`src/rtl/typed_array_packet_framer_unit_defines.svh`:
```
// Assertion macros shared by the framer modules.
// Both macros expect a clock named clk and an active-low reset named rst_n
// in the module where they are used.
`ifndef TYPED_ARRAY_PACKET_FRAMER_UNIT_DEFINES_SVH
`define TYPED_ARRAY_PACKET_FRAMER_UNIT_DEFINES_SVH

`ifndef ASSERT_OFF

// Property that holds in the same cycle.
`define TAPF_ASSERT(lbl, prop) \
    lbl: assert property (@(posedge clk) disable iff (!rst_n) (prop)) \
        else $error("assertion failed");

// Antecedent in one cycle, consequent in the next cycle.
`define TAPF_ASSERT_NEXT(lbl, ante, cons) \
    lbl: assert property (@(posedge clk) disable iff (!rst_n) (ante) |=> (cons)) \
        else $error("assertion failed");

`else

`define TAPF_ASSERT(lbl, prop)
`define TAPF_ASSERT_NEXT(lbl, ante, cons)

`endif

`endif

```
`src/rtl/tapf_pkg.sv`:
```
package tapf_pkg;

    // Input item kinds.
    typedef enum logic [0:0] {
        KIND_HEADER  = 1'b0,
        KIND_ELEMENT = 1'b1
    } kind_t;

    // Result status codes.
    typedef enum logic [1:0] {
        STATUS_OK        = 2'd0,
        STATUS_BAD_WIDTH = 2'd1,
        STATUS_NO_FRAME  = 2'd2
    } status_t;

    // Framing constants.
    localparam logic [7:0] START_BYTE      = 8'h7B;
    localparam logic [7:0] STOP_BYTE       = 8'h7D;
    localparam int         SIGNED_FLAG_BIT = 5;
    localparam logic [7:0] MAX_ELEMENTS    = 8'd255;

    // Field widths.
    localparam int EBYTES_W   = 4;
    localparam int COUNT_W    = 8;
    localparam int VALUE_W    = 64;
    localparam int IN_DATA_W  = 80;
    localparam int OUT_USER_W = 3;
    localparam int CMD_DATA_W = 72;
    localparam int NBYTES_W   = 4;

    // One queued command: up to nine bytes, sent lowest byte first.
    typedef struct packed {
        logic [CMD_DATA_W-1:0] data;
        logic [NBYTES_W-1:0]   nbytes;
        logic                  bvalid;
        status_t               status;
    } cmd_t;

endpackage

```
`src/rtl/tapf_front.sv`:
```
`include "typed_array_packet_framer_unit_defines.svh"

module tapf_front (
    input  logic                          clk,
    input  logic                          rst_n,
    input  logic                          in_valid,
    output logic                          in_ready,
    input  logic                          kind,
    input  logic [tapf_pkg::EBYTES_W-1:0] elem_bytes,
    input  logic                          elem_signed,
    input  logic [tapf_pkg::COUNT_W-1:0]  count,
    input  logic [tapf_pkg::VALUE_W-1:0]  value,
    output logic                          push_valid,
    input  logic                          push_ready,
    output tapf_pkg::cmd_t                push_cmd
);
    import tapf_pkg::*;

    logic                frame_open_reg, frame_open_next;
    logic [COUNT_W-1:0]  elements_left_reg, elements_left_next;
    logic [EBYTES_W-1:0] width_reg, width_next;
    logic                accept;
    logic [COUNT_W-1:0]  cnt_sat;
    logic [7:0]          flag;
    logic                stop;
    cmd_t                cmd;

    assign in_ready   = push_ready;
    assign accept     = in_valid && push_ready;
    assign push_valid = in_valid;
    assign push_cmd   = cmd;

    // Classify the item, build its command and the next frame state.
    always_comb
    begin
        cmd                = '0;
        cmd.status         = STATUS_OK;
        frame_open_next    = frame_open_reg;
        elements_left_next = elements_left_reg;
        width_next         = width_reg;
        cnt_sat            = (count > MAX_ELEMENTS) ? MAX_ELEMENTS : count;
        flag               = 8'd1 << elem_bytes[3:1];
        flag[SIGNED_FLAG_BIT] = flag[SIGNED_FLAG_BIT] | elem_signed;
        stop               = 1'b0;
        if (kind_t'(kind) == KIND_HEADER)
        begin
            if (!(elem_bytes inside {4'd1, 4'd2, 4'd4, 4'd8}))
            begin
                cmd.nbytes = NBYTES_W'(1);
                cmd.status = STATUS_BAD_WIDTH;
            end
            else
            begin
                cmd.data   = {40'd0, STOP_BYTE, cnt_sat, flag, START_BYTE};
                cmd.bvalid = 1'b1;
                width_next = elem_bytes;
                if (cnt_sat == '0)
                begin
                    cmd.nbytes         = NBYTES_W'(4);
                    frame_open_next    = 1'b0;
                    elements_left_next = '0;
                end
                else
                begin
                    cmd.nbytes         = NBYTES_W'(3);
                    frame_open_next    = 1'b1;
                    elements_left_next = cnt_sat;
                end
            end
        end
        else
        begin
            if (!frame_open_reg)
            begin
                cmd.nbytes = NBYTES_W'(1);
                cmd.status = STATUS_NO_FRAME;
            end
            else
            begin
                elements_left_next = elements_left_reg - COUNT_W'(1);
                stop               = (elements_left_next == '0);
                frame_open_next    = !stop;
                cmd.bvalid         = 1'b1;
                cmd.data           = {8'd0, value};
                // Put the stop byte right after the element's last byte.
                case (width_reg)
                    4'd1:    cmd.data[15:8]  = STOP_BYTE;
                    4'd2:    cmd.data[23:16] = STOP_BYTE;
                    4'd4:    cmd.data[39:32] = STOP_BYTE;
                    default: cmd.data[71:64] = STOP_BYTE;
                endcase
                cmd.nbytes = width_reg + NBYTES_W'(stop);
            end
        end
    end

    // Frame state changes only when an item is accepted.
    always_ff @(posedge clk or negedge rst_n)
    begin
        if (!rst_n)
        begin
            frame_open_reg    <= 1'b0;
            elements_left_reg <= '0;
            width_reg         <= '0;
        end
        else if (accept)
        begin
            frame_open_reg    <= frame_open_next;
            elements_left_reg <= elements_left_next;
            width_reg         <= width_next;
        end
    end

    // An open frame always has elements to come and a legal width.
    `TAPF_ASSERT(a_open_has_elements, !frame_open_reg || (elements_left_reg != '0))
    `TAPF_ASSERT(a_open_width_legal, !frame_open_reg || (width_reg == 4'd1) ||
        (width_reg == 4'd2) || (width_reg == 4'd4) || (width_reg == 4'd8))

endmodule

```
`src/rtl/tapf_fifo.sv`:
```
`include "typed_array_packet_framer_unit_defines.svh"

module tapf_fifo (
    input  logic           clk,
    input  logic           rst_n,
    input  logic           in_valid,
    output logic           in_ready,
    input  tapf_pkg::cmd_t in_cmd,
    output logic           out_valid,
    input  logic           out_pop,
    output tapf_pkg::cmd_t out_cmd
);
    import tapf_pkg::*;

    cmd_t       mem_reg [0:1];
    logic       wr_ptr_reg;
    logic       rd_ptr_reg;
    logic [1:0] count_reg;
    logic       push;
    logic       pop;

    assign in_ready  = (count_reg != 2'd2);
    assign out_valid = (count_reg != 2'd0);
    assign out_cmd   = mem_reg[rd_ptr_reg];
    assign push      = in_valid && in_ready;
    assign pop       = out_pop && out_valid;

    // Entry storage.
    always_ff @(posedge clk)
    begin
        if (push)
        begin
            mem_reg[wr_ptr_reg] <= in_cmd;
        end
    end

    // Pointers and fill level.
    always_ff @(posedge clk or negedge rst_n)
    begin
        if (!rst_n)
        begin
            wr_ptr_reg <= 1'b0;
            rd_ptr_reg <= 1'b0;
            count_reg  <= 2'd0;
        end
        else
        begin
            if (push)
            begin
                wr_ptr_reg <= !wr_ptr_reg;
            end
            if (pop)
            begin
                rd_ptr_reg <= !rd_ptr_reg;
            end
            count_reg <= count_reg + 2'(push) - 2'(pop);
        end
    end

    // The fill level matches the pointer distance.
    `TAPF_ASSERT(a_fifo_ptrs, (count_reg == 2'd1) == (wr_ptr_reg != rd_ptr_reg))

endmodule

```
`src/rtl/tapf_back.sv`:
```
`include "typed_array_packet_framer_unit_defines.svh"

module tapf_back (
    input  logic           clk,
    input  logic           rst_n,
    input  logic           cmd_valid,
    output logic           cmd_pop,
    input  tapf_pkg::cmd_t cmd,
    output logic           m_tvalid,
    input  logic           m_tready,
    output logic [7:0]     m_tdata,
    output logic [2:0]     m_tuser,
    output logic           m_tlast
);
    import tapf_pkg::*;

    // Serializer working registers.
    logic                  busy_reg, busy_next;
    logic [CMD_DATA_W-1:0] shift_reg, shift_next;
    logic [NBYTES_W-1:0]   left_reg, left_next;
    logic                  bvalid_reg, bvalid_next;
    status_t               status_reg, status_next;

    // Output register.
    logic                  m_valid_reg, m_valid_next;
    logic [7:0]            m_byte_reg, m_byte_next;
    logic                  m_bvalid_reg, m_bvalid_next;
    status_t               m_status_reg, m_status_next;
    logic                  m_last_reg, m_last_next;
    logic                  out_free;

    assign out_free = !m_valid_reg || m_tready;
    assign m_tvalid = m_valid_reg;
    assign m_tdata  = m_byte_reg;
    assign m_tuser  = {m_status_reg, m_bvalid_reg};
    assign m_tlast  = m_last_reg;

    // Emit one byte per cycle unless stalled, from work reg or queue head.
    always_comb
    begin
        busy_next     = busy_reg;
        shift_next    = shift_reg;
        left_next     = left_reg;
        bvalid_next   = bvalid_reg;
        status_next   = status_reg;
        m_valid_next  = m_valid_reg;
        m_byte_next   = m_byte_reg;
        m_bvalid_next = m_bvalid_reg;
        m_status_next = m_status_reg;
        m_last_next   = m_last_reg;
        cmd_pop       = 1'b0;
        if (out_free)
        begin
            if (busy_reg)
            begin
                m_valid_next  = 1'b1;
                m_byte_next   = shift_reg[7:0];
                m_bvalid_next = bvalid_reg;
                m_status_next = status_reg;
                m_last_next   = (left_reg == NBYTES_W'(1));
                shift_next    = shift_reg >> 8;
                left_next     = left_reg - NBYTES_W'(1);
                busy_next     = (left_reg != NBYTES_W'(1));
            end
            else if (cmd_valid)
            begin
                cmd_pop       = 1'b1;
                m_valid_next  = 1'b1;
                m_byte_next   = cmd.data[7:0];
                m_bvalid_next = cmd.bvalid;
                m_status_next = cmd.status;
                m_last_next   = (cmd.nbytes == NBYTES_W'(1));
                shift_next    = cmd.data >> 8;
                left_next     = cmd.nbytes - NBYTES_W'(1);
                bvalid_next   = cmd.bvalid;
                status_next   = cmd.status;
                busy_next     = (cmd.nbytes != NBYTES_W'(1));
            end
            else
            begin
                m_valid_next = 1'b0;
            end
        end
    end

    // Control registers.
    always_ff @(posedge clk or negedge rst_n)
    begin
        if (!rst_n)
        begin
            busy_reg    <= 1'b0;
            left_reg    <= '0;
            m_valid_reg <= 1'b0;
        end
        else
        begin
            busy_reg    <= busy_next;
            left_reg    <= left_next;
            m_valid_reg <= m_valid_next;
        end
    end

    // Payload registers.
    always_ff @(posedge clk)
    begin
        shift_reg    <= shift_next;
        bvalid_reg   <= bvalid_next;
        status_reg   <= status_next;
        m_byte_reg   <= m_byte_next;
        m_bvalid_reg <= m_bvalid_next;
        m_status_reg <= m_status_next;
        m_last_reg   <= m_last_next;
    end

    // A busy serializer has bytes left; error results are lone and empty.
    `TAPF_ASSERT(a_busy_has_bytes, !busy_reg || (left_reg != '0))
    `TAPF_ASSERT(a_error_result_form, !m_valid_reg || m_bvalid_reg ||
        (m_last_reg && (m_byte_reg == 8'd0) && (m_status_reg != STATUS_OK)))
    `TAPF_ASSERT_NEXT(a_stall_holds_work, m_valid_reg && !m_tready,
        $stable(left_reg) && $stable(busy_reg))

endmodule

```
`src/rtl/typed_array_packet_framer_unit.sv`:
```
// Channel  | Direction | tdata                                        | tuser            | tlast
// s_axis   | in        | elem_bytes, elem_signed, count, value (80 b) | kind             | -
// m_axis   | out       | out_byte (8 b)                               | byte_valid,status| last
//
// A header sends 3 bytes (4 when the count is zero), an element sends its width
// in bytes plus a stop byte when it closes the frame, and an error sends 1.
// The back serializer sends one byte per cycle while m_tready allows; that sets the rate.
// A two-entry command queue sits between the front classifier and the serializer.
// Reset clears the frame state, the queue and the output register.
// Either side may stall at any time; the output register holds while m_tready is low.
`include "typed_array_packet_framer_unit_defines.svh"

module typed_array_packet_framer_unit (
    input  logic                           clk,
    input  logic                           rst_n,
    input  logic                           s_tvalid,
    output logic                           s_tready,
    // elem_bytes[3:0], elem_signed[4], count[12:5], value[76:13], zero pad
    input  logic [tapf_pkg::IN_DATA_W-1:0] s_tdata,
    // kind[0]
    input  logic                           s_tuser,
    output logic                           m_tvalid,
    input  logic                           m_tready,
    // out_byte[7:0]
    output logic [7:0]                     m_tdata,
    // byte_valid[0], status[2:1]
    output logic [tapf_pkg::OUT_USER_W-1:0] m_tuser,
    output logic                           m_tlast
);
    import tapf_pkg::*;

    logic                q_in_valid;
    logic                q_in_ready;
    cmd_t                q_in_cmd;
    logic                q_out_valid;
    logic                q_pop;
    cmd_t                q_out_cmd;
    logic [EBYTES_W-1:0] elem_bytes;
    logic                elem_signed;
    logic [COUNT_W-1:0]  count;
    logic [VALUE_W-1:0]  value;

    // Unpack the input item.
    assign elem_bytes  = s_tdata[3:0];
    assign elem_signed = s_tdata[4];
    assign count       = s_tdata[12:5];
    assign value       = s_tdata[76:13];

    // Front: accept and classify items.
    tapf_front u_front (
        .clk         (clk),
        .rst_n       (rst_n),
        .in_valid    (s_tvalid),
        .in_ready    (s_tready),
        .kind        (s_tuser),
        .elem_bytes  (elem_bytes),
        .elem_signed (elem_signed),
        .count       (count),
        .value       (value),
        .push_valid  (q_in_valid),
        .push_ready  (q_in_ready),
        .push_cmd    (q_in_cmd)
    );

    // Command queue between front and back.
    tapf_fifo u_fifo (
        .clk       (clk),
        .rst_n     (rst_n),
        .in_valid  (q_in_valid),
        .in_ready  (q_in_ready),
        .in_cmd    (q_in_cmd),
        .out_valid (q_out_valid),
        .out_pop   (q_pop),
        .out_cmd   (q_out_cmd)
    );

    // Back: serialize commands into bytes.
    tapf_back u_back (
        .clk       (clk),
        .rst_n     (rst_n),
        .cmd_valid (q_out_valid),
        .cmd_pop   (q_pop),
        .cmd       (q_out_cmd),
        .m_tvalid  (m_tvalid),
        .m_tready  (m_tready),
        .m_tdata   (m_tdata),
        .m_tuser   (m_tuser),
        .m_tlast   (m_tlast)
    );

endmodule

```
`config.mk`:
```
export PLATFORM = sky130hd
export DESIGN_NAME = typed_array_packet_framer_unit
export DESIGN_NICKNAME = d
export VERILOG_FILES = /design/src/rtl/tapf_pkg.sv /design/src/rtl/tapf_front.sv /design/src/rtl/tapf_fifo.sv /design/src/rtl/tapf_back.sv /design/src/rtl/typed_array_packet_framer_unit.sv
export VERILOG_INCLUDE_DIRS = /design/src /design/src/rtl
export SDC_FILE = /design/constraint.sdc
export NUM_CORES = 1
export LEC_CHECK = 0
export BUFFER_PORTS_ARGS = -buffer_cell sky130_fd_sc_hd__buf_2
export CAP_MARGIN = 20
export CORE_UTILIZATION = 43
export CTS_BUF_LIST = sky130_fd_sc_hd__clkbuf_16
export DETAILED_ROUTE_END_ITERATION = 6
export SLEW_MARGIN = 20
export SYNTH_ARGS = -nofsm -noshare
export SYNTH_HDL_FRONTEND = slang
export SYNTH_SLANG_ARGS = --single-unit
```
`constraint.sdc`:
```
create_clock -name clk -period 6.8 [get_ports clk]
set_input_delay 1.02 -clock clk [delete_from_list [all_inputs] [get_ports clk]]
set_output_delay 1.02 -clock clk [all_outputs]
set_load 0.01 [all_outputs]
```
# After elaboration in Yosys (flattened, before gate mapping)
# Memories as Yosys holds them, arrays and structs flattened.
# Index checks and enable logic that the tools add are counted.
[op_classes] eq_ne=13 n_addsub=6 n_bitwise=3 muxes=43 shift=1 reduce_logical=19 n_lt_le_gt_ge=1
[ops] op="$mux 8" count=10
[ops] op="$mux 79" count=1
[ops] op="$mux 71" count=1
[ops] op="$mux 64" count=1
[ops] op="$mux 56" count=1
[ops] op="$mux 31" count=1
[ops] op="$mux 1" count=19
[ops] op="$eq 4x1->1 const B" count=4
[ops] op="$logic_not 8->1" count=2
[ops] op="$mux 4" count=3
[ops] op="$reduce_and 3->1" count=3
[ops] op="$eq 4x2->1 const B" count=2
[ops] op="$eq 4x3->1 const B" count=2
[ops] op="$gt 8x8->1 const B" count=1
[ops] op="$ne 4x1->1 const B" count=2
[ops] op="$shl 1x3->8 const A" count=1
[ops] op="$sub 4x1->4 const B" count=2
[ops] op="$sub 8x1->8 const B" count=1
[ops] op="$mux 7" count=1
[ops] op="$mux 2" count=3
[ops] op="$mux 3" count=2
[ops] op="$reduce_bool 2->1" count=3
[ops] op="$add 4x1->4" count=1
[ops] op="$eq 4x4->1 const B" count=1
[ops] op="other kinds (12)" count=18
[totals] wordCells=104 regBits=102 mem_count=1 inputBits=85 ramBits=158
[memory_table] memory="u_fifo.mem_reg" depth=2 word_bits=79 rd=1 rd_ports_with_merged_regs=0 write_ports=1 line_no="tapf_fifo.sv:15" rtl="cmd_t mem_reg [0:1];"

# Longest topological paths before layout
# Gate-level depths: netlist of run 1.
[depth] word_depth=6 ltp_mapped=11 ltp_nobuf=10

# Hierarchy
# Synthesis of run 1 repeated with hierarchy kept, for this count alone.
[hier_totals] hier_cells=744 hier_area_um2=11448.5
[modules_own_cells] mod="tapf_fifo" area_per_inst_um2=5913.2 n_inst=1 cells_per_inst=268 seq_area_each_um2=4844.6
[modules_own_cells] mod="tapf_back" area_per_inst_um2=3698.5 n_inst=1 cells_per_inst=223 seq_area_each_um2=2522.4
[modules_own_cells] mod="tapf_front" area_per_inst_um2=1836.8 n_inst=1 cells_per_inst=253 seq_area_each_um2=325.3

# Least setup slack after synthesis of run 1
# OpenSTA, ideal clock, no wires.
[synth_path] path_kind="input -> register" startpoint="input port m_tready" endpoint="register u_back.left_reg[3]" path_slack_ns=1.634 arrival_ns=5.014 path_buffers=0 stages=5 cell_sequence="inv_1 a21oi_1 nand3_1 o21ai_0 a221oi_1"
[synth_via] elab_chain_cells=2
[synth_rtl] element="start: declaration" line_no="typed_array_packet_framer_unit.sv:23" rtl="input logic m_tready,"
[synth_rtl] element="$logic_or 1x1->1" line_no="tapf_back.sv:32" rtl="assign out_free = !m_valid_reg || m_tready;"
[synth_rtl] element="$reduce_and 2->1 (no line)"
[synth_rtl] element="end signal: assignment" line_no="tapf_back.sv:98" rtl="left_reg <= left_next;"
[synth_rtl] element="end: declaration" line_no="tapf_back.sv:20" rtl="logic [NBYTES_W-1:0] left_reg, left_next;"
# Every way passes these cells.
# A chain may end at the register's enable or synchronous reset.

# Worst setup path in the final report of run 1
[layout_path] startpoint="register u_back.busy_reg" endpoint="register u_back.left_reg[3]"
[layout_via] elab_chain_cells=2 word_cells_on_any_way=3
[layout_rtl] element="start: declaration" line_no="tapf_back.sv:18" rtl="logic busy_reg, busy_next;"
[layout_rtl] element="start signal: assignment" line_no="tapf_back.sv:97" rtl="busy_reg <= busy_next;"
[layout_rtl] element="$reduce_bool 2->1 (no line)"
[layout_rtl] element="$reduce_and 2->1 (no line)"
# Several ways; a longest one is shown, not always the timed one.

==> results.py, run 1 <==
metrics = {
    "synth": {
        "synth_warnings": 0,
        "netlist_instances": 751,
        "synthFlopType": "edfxtp_1",
        "synth_fp_nets": 846,
        "async_reset_ff_share_pct": 9.62,
        "synth_top_area_share_pct": 63.4,
        "yosysTopAreaCell": "edfxtp_1",
        "avgSynthCellArea_um2": 13.6,
        "synth_commonest_cells": "edfxtp_1 (216), nand2_1 (92), o21ai_0 (78)",
        "synth_cell_type_count": 62,
        "synth-seq-cells": 239,
        "synth-edff-count": 216,
        "netlist_top_cells_area": "edfxtp_1 (63%), mux2i_1 (6.4%), dfrtp_1 (5.6%)",
        "synth_seq_area_share_pct": 69.1,
        "netlist_area_um2": 10200,
        "synth.most_common_cell": "edfxtp_1",
    },
    "clocking": {
        "cts_made_buffers": 26,
        "cts_sinks": 239,
        "htreeDepth": 1,
        "postCtsHoldBufs": 0,
        "cts_tree": "yes",
        "cts_resized": 0,
        "clk_latency_ps": 510,
        "clock-root-buffer": "clkbuf_16",
        "cts_max_path_buffers": 3,
        "postCtsSetupRepairBufs": 0,
        "clk_pin_slew_ps": 60,
    },
    "layout": {
        "stdcell_count": 1178,
        "fin_nets": 934,
        "largest_reg_flops": 144,
        "drive_gt1_share_pct": 19.6,
        "antenna_cells": 0,
        "syn_to_final_growth_pct": 15.3,
    },
    "grt": {
        "grt_max_degree": 75,
        "gr-total-overflow": 0,
        "grtUsageTotal_pct": 17.9,
        "grt_pass1_vias": 6395,
        "grt_pass1_wl_mm": 33.6,
        "antenna_found_initial": 0,
    },
    "job": {
        "cap_violations": 0,
    },
    "power_and_ir_drop": {
        "power_frac_clock_pct": 24.8,
        "peakVddDrop_v": 0.000211,
        "internal_power_uw": 3430,
        "pwr_density_cell_nw_per_um2": 426,
        "p_seq_share_pct": 49.9,
        "comb_power_share_pct": 25.3,
        "switching_share_pct": 31.8,
        "power.leakage_uw": 0.00462,
        "p_sw_uw": 1600,
    },
    "setup_path": {
        "rrSetupSlack_ps": 3970,
        "crit_chain": "nor3_1, a21oi_4, buf_16, buf_4, nand3_1, o21ai_0, a221oi_1",
        "ff2ff_path_depth": 7,
        "r2r_end": "u_back.left_reg[3]$_DFFE_PN0P_",
        "endpoint_kind": "flip-flop",
        "crit_arrival_ps": 3170,
        "crit_required_ps": 7150,
        "timing.rr.start": "u_back.busy_reg$_DFFE_PN0N_",
        "endpoint": "u_back.left_reg[3]$_DFFE_PN0P_",
        "crit_path_max_fanout": 63,
        "slowest_delay_ps": 820,
        "slowest_stage": "dfrtp_4",
        "critPathKind": "flip-flop to flip-flop",
        "crit_path_start_kind": "flip-flop",
        "crit_path_start": "u_back.busy_reg$_DFFE_PN0N_",
    },
    "timing": {
        "worst_pin_slew_ps": 1060,
        "period_needed_ps": 2830,
        "fin_crit_sh_pct": 41.6,
        "rsz0062_at_grt": "false",
        "finalSetupTns_ps": 0,
        "max-slew-margin-rel_pct": 29.5,
        "finClkSkew_ps": 10.9,
        "hold_viol": 0,
        "finalSetupViolCount": 0,
        "clock.fmax_ghz": 0.354,
        "drv_slew": 0,
        "fin_ws_ps": 3970,
    },
    "die": {
        "io_pins": 99,
        "die_y_um": 156,
        "die_area_um2": 24400,
        "rows": 56,
        "start_util_pct": 43.7,
        "die_w_um": 156,
        "coreArea_um2": 23400,
    },
    "route": {
        "firstDrtPassIters": 5,
        "wl_per_cell_um": 18.3,
        "via_per_inst": 5.31,
        "first_iter_violations": 416,
        "ant_nets": 0,
        "num_vias": 6252,
        "drc": 0,
        "wirelength_mm": 21.5,
    },
    "placed_design": {
        "routabilityCongestion": 0.802,
        "dpl_worst_slack_ps": 3530,
        "hpwl_mm": 13.3,
        "io_buffers": 95,
        "dp_cells": 1129,
    },
    "status": {
        "status": "finished clean",
    },
    "hold_path": {
        "hp-class": "primary input to async pin",
    },
}
==> metrics by stage <==
stage	area (µm²)	total power, µW	util, %	hold WS [ps]
3_5_place_dp	11000	3810	46.9	518
3_3_place_gp	11000	3760	46.9	513
2_1_floorplan	10200	3390	-	461
4_1_cts	11800	5070	50.2	494
5_1_grt	11800	5330	50.4	520
6_report	11800	5030	50.4	496
==> metal layers <==
metal  track usage [%]  wire length [µm]  vias to the layer above
met4              4.81               388                        0
li1                  -                 -                     2982
met1              24.8              9870                     3040
met2              29.2             10100                      201
met5                 0                 0                        -
met3              3.07              1160                       29
==> final cells by class <==
class | instances | area [µm²]
Fill cell | 2056 | 11600
Sequential cell | 239 | 7070
Multi-Input combinational cell | 451 | 2920
Clock buffer | 27 | 676
Timing Repair Buffer | 106 | 578
Tap cell | 319 | 399
Clock inverter | 21 | 93.8
Inverter | 15 | 56.3
==> worst max-delay path, delay by kind of cell, from the launching register on <==
kind	cells	cell delay, ps
compound gates	3	730
buf+inv	2	730
flops	1	820
simple gates	2	350
==> cells by family after synthesis <==
group	share of synthesized area (%)
flops	69.1
mux	7.46
fa+ha+maj	1.22
simple gates	10.8
compound gates	7.94
buf+inv	2.70
xor+xnor	0.857
==> power groups by stage <==
stage	clock [µW]	sequential [µW]	combinational [µW]
after floorplan	0	2390	1000
after global placement	0	2510	1240
after detailed placement	0	2530	1280
after CTS	1280	2500	1290
after global routing	1340	2560	1430
final	1250	2510	1270
==> worst min path at each step <==
stage	end	slack, ps	cells after the start
6_report	u_front.width_reg[0]$_DFFE_PN0P_	500	1
5_1_grt	u_back.left_reg[2]$_DFFE_PN0P_	520	1
4_1_cts	u_fifo.count_reg[1]$_DFF_PN0_	490	1
3_5_place_dp	u_back.shift_reg[3]$_DFFE_PP_	520	2
3_3_place_gp	u_back.shift_reg[41]$_DFFE_PP_	510	2
2_1_floorplan	u_fifo.wr_ptr_reg$_DFFE_PN0P_	460	1
==> cell usage in the layout, fill, tap and decap left out, types with 3 or more instances in the layout <==
cell	synthesis	routed
o21ai_0	78	78
clkinv_1	0	8
nand2b_1	3	3
and3_1	30	29
nor2_1	47	46
o22ai_1	4	4
dfrtp_1	23	21
clkinv_2	0	5
nor4_1	4	4
a21oi_1	11	10
clkbuf_16	0	27
mux2i_1	65	65
buf_4	2	10
ha_1	10	10
nor3_1	8	8
xnor2_1	7	7
nor2b_1	8	8
mux2_2	10	10
edfxtp_1	216	216
inv_1	14	20
a211oi_1	8	8
nand2_1	92	92
nor3b_1	4	4
buf_2	8	95
xor2_1	3	3
nand3_1	6	6
o2bb2ai_1	7	7
(Power assumes the default switching activity.)
==> run 2: changes to the inputs <==
==> constraint.sdc (replaced) <==
create_clock -name clk -period 2.7 [get_ports clk]
set_input_delay 0.405 -clock clk [delete_from_list [all_inputs] [get_ports clk]]
set_output_delay 0.405 -clock clk [all_outputs]
set_load 0.01 [all_outputs]
==> run 2 against run 1 <==
Sequential share of layout area shrank 0.21 points. Die area unchanged. Worst setup slack lost 3800 ps. Worst hold slack got worse by 310 ps. Clock-buffer cell count fell by 2. Global-route usage down 0.15 points. Wire length about the same. Sequential power grew 150%.
==> results.py, run 2 (synthesis results as in run 1) <==
metrics = {
    "route": {
        "firstDrtPassIters": 5,
        "wirelength_mm": 21.6,
        "first_iter_violations": 392,
        "drc": 0,
        "via_per_inst": 5.27,
        "wl_per_cell_um": 18.2,
        "num_vias": 6239,
        "ant_nets": 0,
    },
    "job": {
        "cap_violations": 0,
    },
    "layout": {
        "utilization_pct": 50.6,
        "final_cell_mix": "edfxtp_1 (216), buf_2 (95), nand2_1 (92)",
        "fin_nets": 941,
        "syn_to_final_growth_pct": 15.7,
        "layout_commonest_cell": "edfxtp_1",
        "largest_reg_flops": 144,
        "drive_gt1_share_pct": 19.9,
        "num-fill-cells": 2078,
        "antenna_cells": 0,
    },
    "timing": {
        "finalSetupViolCount": 0,
        "finalSetupTns_ps": 0,
        "fin_crit_sh_pct": 93.1,
        "hold_viol": 0,
        "period_needed_ps": 2510,
        "rsz0062_at_grt": "false",
        "finClkSkew_ps": 9.88,
        "max-slew-margin-rel_pct": 44.6,
        "clock.fmax_ghz": 0.398,
        "drv_slew": 0,
        "worst_pin_slew_ps": 829,
    },
    "grt": {
        "grt_pass1_wl_mm": 33.4,
        "grt_pass1_vias": 6323,
        "gr-total-overflow": 0,
        "antenna_found_initial": 0,
        "grtUsageTotal_pct": 17.8,
        "grt_max_degree": 73,
    },
    "die": {
        "rows": 56,
        "die_y_um": 156,
        "io_pins": 99,
        "die_w_um": 156,
        "start_util_pct": 43.7,
        "coreArea_um2": 23400,
        "die_area_um2": 24400,
    },
    "power_and_ir_drop": {
        "power.leakage_uw": 0.00465,
        "pwr_density_cell_nw_per_um2": 1070,
        "peakVddDrop_v": 0.000512,
    },
    "placed_design": {
        "hpwl_mm": 13.6,
        "io_buffers": 95,
        "routabilityCongestion": 0.796,
    },
    "hold_path": {
        "hp-class": "primary input to flip-flop",
    },
    "setup_path": {
        "rrSetupSlack_ps": 190,
        "crit_path_start": "u_front.elements_left_reg[2]$_DFFE_PN0P_",
        "crit_path_start_kind": "flip-flop",
        "r2r_end": "u_fifo.mem_reg[0][4]$_DFFE_PP_",
        "critPathKind": "flip-flop to flip-flop",
        "crit_required_ps": 2950,
        "endpoint_kind": "flip-flop",
        "ff2ff_path_depth": 7,
        "crit_arrival_ps": 2760,
        "crit_path_max_fanout": 11,
        "endpoint": "u_fifo.mem_reg[0][4]$_DFFE_PP_",
        "timing.rr.start": "u_front.elements_left_reg[2]$_DFFE_PN0P_",
    },
    "clocking": {
        "cts_made_buffers": 25,
        "cts_sinks": 239,
        "cts_max_path_buffers": 3,
        "clk_pin_slew_ps": 60,
        "htreeDepth": 1,
        "clk_latency_ps": 500,
        "cts_tree": "yes",
        "clock-root-buffer": "clkbuf_16",
    },
    "status": {
        "status": "finished clean",
    },
}
-- run 2: changes by cell type in the layout (fill, tap and decap cells not counted), sizes merged --
cell,change
buf,+7
clkinv,-4
clkbuf,-2
inv,+2
bufinv,+1
dlygate4sd3,+1
-- run 2: worst max-delay path, stage by stage, from the launching register on --
cell and delay, ps:
dfrtp_1 470, or3_4 440, nor4bb_1 290, nor3_1 120, nor3_2 270, ha_1 210, ha_1 230, a22o_1 230
-- run 2: worst min-delay path by stage --
| stage | startpoint | endpoint | slack [ps] | depth (start not counted) |
|---|---|---|---|---|
| 2_1_floorplan | rst_n | u_back.busy_reg$_DFFE_PN0N_ | 110 | 0 |
| 4_1_cts | s_tdata[0] | u_front.width_reg[0]$_DFFE_PN0P_ | 170 | 2 |
| 6_report | s_tdata[0] | u_front.width_reg[0]$_DFFE_PN0P_ | 190 | 2 |
| 5_1_grt | s_tdata[0] | u_front.width_reg[0]$_DFFE_PN0P_ | 180 | 2 |
| 3_5_place_dp | rst_n | u_front.elements_left_reg[3]$_DFFE_PN0P_ | 420 | 1 |
| 3_3_place_gp | rst_n | u_front.elements_left_reg[3]$_DFFE_PN0P_ | 420 | 1 |
-- run 2: repair_timing --
item / in CTS / in global routing
hold buffers: 1 / 0
hold endpoints to repair: 23 / 0
endpoints found under the setup margin: 0 / 4
setup buffers: 0 / 0
gates resized for setup: 0 / 1
-- run 2: cell type report --
cell class	instances	area [µm²]	share of cell area, %
Clock buffer	25	626	5.29
Clock inverter	20	109	0.920
Timing Repair Buffer	114	658	5.56
Tap cell	319	399	3.37
Multi-Input combinational cell	451	2910	24.6
Sequential cell	239	7070	59.8
Inverter	15	56.3	0.476
-- run 2: metrics by stage --
stage               area, µm²  setup slack (ps)  hold WS [ps]  instances  power [µW]
global placement        11100               166           416       1137        9550
global route            11800              75.3           185       1183       13400
CTS                     11800              76.1           175       1183       12800
finish                  11800               186           191       1183       12600
floorplan               10200               173           109        751        8500
detailed placement      11100              85.5           422       1137        9650
-- run 2: routing by layer --
layer / routed length (µm) / vias to the layer above / global-route usage [%] / share of wire [%]
met5: 0 / - / 0 / 0
met4: 359 / 0 / 4.48 / 1.7
met3: 1030 / 31 / 2.55 / 4.8
met2: 10300 / 183 / 29.5 / 48
met1: 9870 / 3028 / 24.6 / 46
li1: - / 2997 / - / -
-- run 2: power breakdown --
group,switching (µW),internal [µW],total (µW),leakage [µW]
clock,1310,1760,3070,0.000391
sequential,596,5570,6160,0.00234
combinational,2080,1320,3400,0.00192
total,3980,8650,12600,0.00465
==> run 3: changes to the inputs <==
--- a/config.mk
+++ b/config.mk
@@ -14,4 +14,5 @@
 export SLEW_MARGIN = 20
 export SYNTH_ARGS = -nofsm -noshare
 export SYNTH_HDL_FRONTEND = slang
+export SYNTH_HIERARCHICAL = 1
 export SYNTH_SLANG_ARGS = --single-unit
==> run 3 against run 2 <==
Core utilization rose by 0.081 points. Combinational power is 20% higher. Highest routed layer unchanged. Largest power group unchanged. Sequential share of layout area down 1.4 points.
==> results.py, run 3 <==
metrics = {
    "timing": {
        "finClkSkew_ps": 8.44,
        "clock.fmax_ghz": 0.406,
        "drv_slew": 0,
        "max-slew-margin-rel_pct": 48.4,
        "period_needed_ps": 2460,
        "fin_crit_sh_pct": 91.1,
        "finalSetupTns_ps": 0,
        "hold_viol": 0,
        "finalSetupViolCount": 0,
        "worst_pin_slew_ps": 773,
        "rsz0062_at_grt": "false",
    },
    "layout": {
        "layout_commonest_cell": "edfxtp_1",
        "antenna_cells": 0,
        "num-fill-cells": 2191,
        "multiInputGateArea_um2": 3450,
        "ff_latch_area_um2": 7700,
        "final_cell_mix": "edfxtp_1 (237), mux2_2 (146), buf_2 (95)",
        "drive_gt1_share_pct": 38.1,
        "fin_nets": 927,
        "largest_reg_flops": 158,
        "syn_to_final_growth_pct": 15.2,
        "utilization_pct": 50.6,
        "final_design_area_no_fill_um2": 13200,
    },
    "placed_design": {
        "place_area_um2": 12300,
        "hpwl_mm": 14.7,
        "routabilityCongestion": 0.840,
        "io_buffers": 95,
    },
    "setup_path": {
        "crit_arrival_ps": 2730,
        "crit_chain": "inv_1, ha_1, o41ai_1, and3_1, ha_1, ha_1, a22o_1",
        "slowest_stage": "dfrtp_1",
        "crit_buf_inv": 1,
        "endpoint_kind": "flip-flop",
        "crit_required_ps": 2970,
        "slowest_delay_ps": 510,
        "crit_path_start_kind": "flip-flop",
        "cpLargestDelayFamily": "adder cells",
        "cpMostUsedCell": "ha_1",
        "critPathKind": "flip-flop to flip-flop",
        "crit_path_max_fanout": 9,
    },
    "synth": {
        "synth_top_area_share_pct": 62.2,
        "synth_commonest_cells": "edfxtp_1 (237), mux2_2 (146), nor2_1 (51)",
        "yosysTopAreaCell": "edfxtp_1",
        "synthFlopType": "edfxtp_1",
        "synth_cell_type_count": 66,
        "synth-seq-cells": 260,
        "synth.most_common_cell": "edfxtp_1",
        "synth_seq_area_share_pct": 67.2,
        "netlist_area_um2": 11400,
        "avgSynthCellArea_um2": 15.4,
        "synth_warnings": 6,
        "async_reset_ff_share_pct": 8.85,
        "synth-edff-count": 237,
        "netlist_top_cells_area": "edfxtp_1 (62%), mux2_2 (14%), dfrtp_1 (5.0%)",
        "netlist_instances": 744,
    },
    "grt": {
        "grtUsageTotal_pct": 17.7,
        "grt_pass1_vias": 6586,
        "gr-total-overflow": 0,
        "antenna_found_initial": 0,
        "grt_max_degree": 90,
        "grt_pass1_wl_mm": 36.7,
    },
    "route": {
        "ant_nets": 0,
        "drc": 0,
        "num_vias": 6427,
        "wl_per_cell_um": 20.0,
        "met3_length_mm": 1.18,
        "wirelength_mm": 23.8,
        "firstDrtPassIters": 4,
        "via_per_inst": 5.41,
        "top_layer_used": "met4",
        "drt-met1-wl_mm": 10.3,
        "wl_met2_mm": 12.0,
        "first_iter_violations": 519,
    },
    "clocking": {
        "postCtsSetupRepairBufs": 0,
        "cts_resized": 0,
        "clk_latency_ps": 530,
        "cts_sinks": 260,
        "clk_pin_slew_ps": 60,
        "postCtsHoldBufs": 1,
        "cts_tree": "yes",
        "clock-root-buffer": "clkbuf_16",
        "htreeDepth": 1,
        "cts_made_buffers": 27,
        "cts_max_path_buffers": 3,
    },
    "power_and_ir_drop": {
        "peakVddDrop_v": 0.000658,
        "pwr_density_cell_nw_per_um2": 1090,
        "power.leakage_uw": 0.00488,
    },
    "job": {
        "cap_violations": 0,
    },
    "die": {
        "die_area_um2": 27300,
        "die_w_um": 165,
        "start_util_pct": 43.9,
        "io_pins": 99,
        "die_y_um": 165,
        "rows": 59,
        "coreArea_um2": 26100,
    },
    "hold_path": {
        "hp-class": "primary input to flip-flop",
    },
    "status": {
        "status": "finished clean",
    },
}
==> run 3: layer usage <==
layer	global-route usage (%)	vias to the layer above
li1	-	3007
met2	30.1	193
met1	23.6	3204
met5	0	-
met4	4.05	0
met3	2.82	23
==> run 3: logic make-up (layout without fill, tap and decap cells) <==
logic type      Yosys count  in the layout  synth area share, %
xor+xnor                  9              9                0.853
simple gates            177            177                 8.35
fa+ha+maj                 9              9                0.984
mux                     148            148                 14.6
buf+inv                  65            173                 2.85
compound gates           75             75                 5.16
flops                   260            260                 67.2
other cells               1              2               0.0328
==> run 3: final cells by class <==
class | count | area share (%)
clock buffers | 27 | 5.12
clock inverters | 22 | 1.62
inverters | 10 | 0.284
multi-input cells | 420 | 26.2
flip-flops and latches | 260 | 58.4
well taps | 335 | 3.18
repair buffers | 114 | 5.27
==> run 3: worst paths after layout <==
path,end,cells after the start,from,slack (ps)
max,u_fifo/mem_reg[0][4]$_DFFE_PP_,7,u_front/elements_left_reg[0]$_DFFE_PN0P_,240
min,u_fifo/mem_reg[0][34]$_DFFE_PP_,3,s_tdata[40],170
max reg2reg,u_fifo/mem_reg[0][4]$_DFFE_PP_,7,u_front/elements_left_reg[0]$_DFFE_PN0P_,240
min reg2reg,u_back/shift_reg[11]$_DFFE_PP_,1,u_back/shift_reg[19]$_DFFE_PP_,540
max in group asynchronous,u_fifo/rd_ptr_reg$_DFFE_PN0P_,2,rst_n,1870
min in group asynchronous,u_front/width_reg[3]$_DFFE_PN0P_,2,rst_n,400
==> run 3: metrics by stage <==
stage	setup slack, ps	hold WS (ps)	total power (µW)	instances
2_1_floorplan	384	109	9530	745
3_3_place_gp	396	435	10600	1138
3_5_place_dp	259	429	10700	1138
4_1_cts	271	147	14500	1188
5_1_grt	79.5	156	15100	1188
6_report	239	169	14300	1188
==> run 3: power by group <==
group / leakage (µW) / total [µW] / internal, µW / switching [µW]
logic: 0.00191 / 4070 / 1940 / 2130
registers: 0.00254 / 6550 / 6050 / 509
clock network: 0.000426 / 3700 / 2200 / 1500
total: 0.00488 / 14300 / 10200 / 4140
==> run 3: worst reg2reg max path, stage by stage, from the launching register on <==
cell and delay, ps:
dfrtp_1 510, inv_1 90, ha_1 290, o41ai_1 460, and3_1 220, ha_1 180
ha_1 230, a22o_1 230
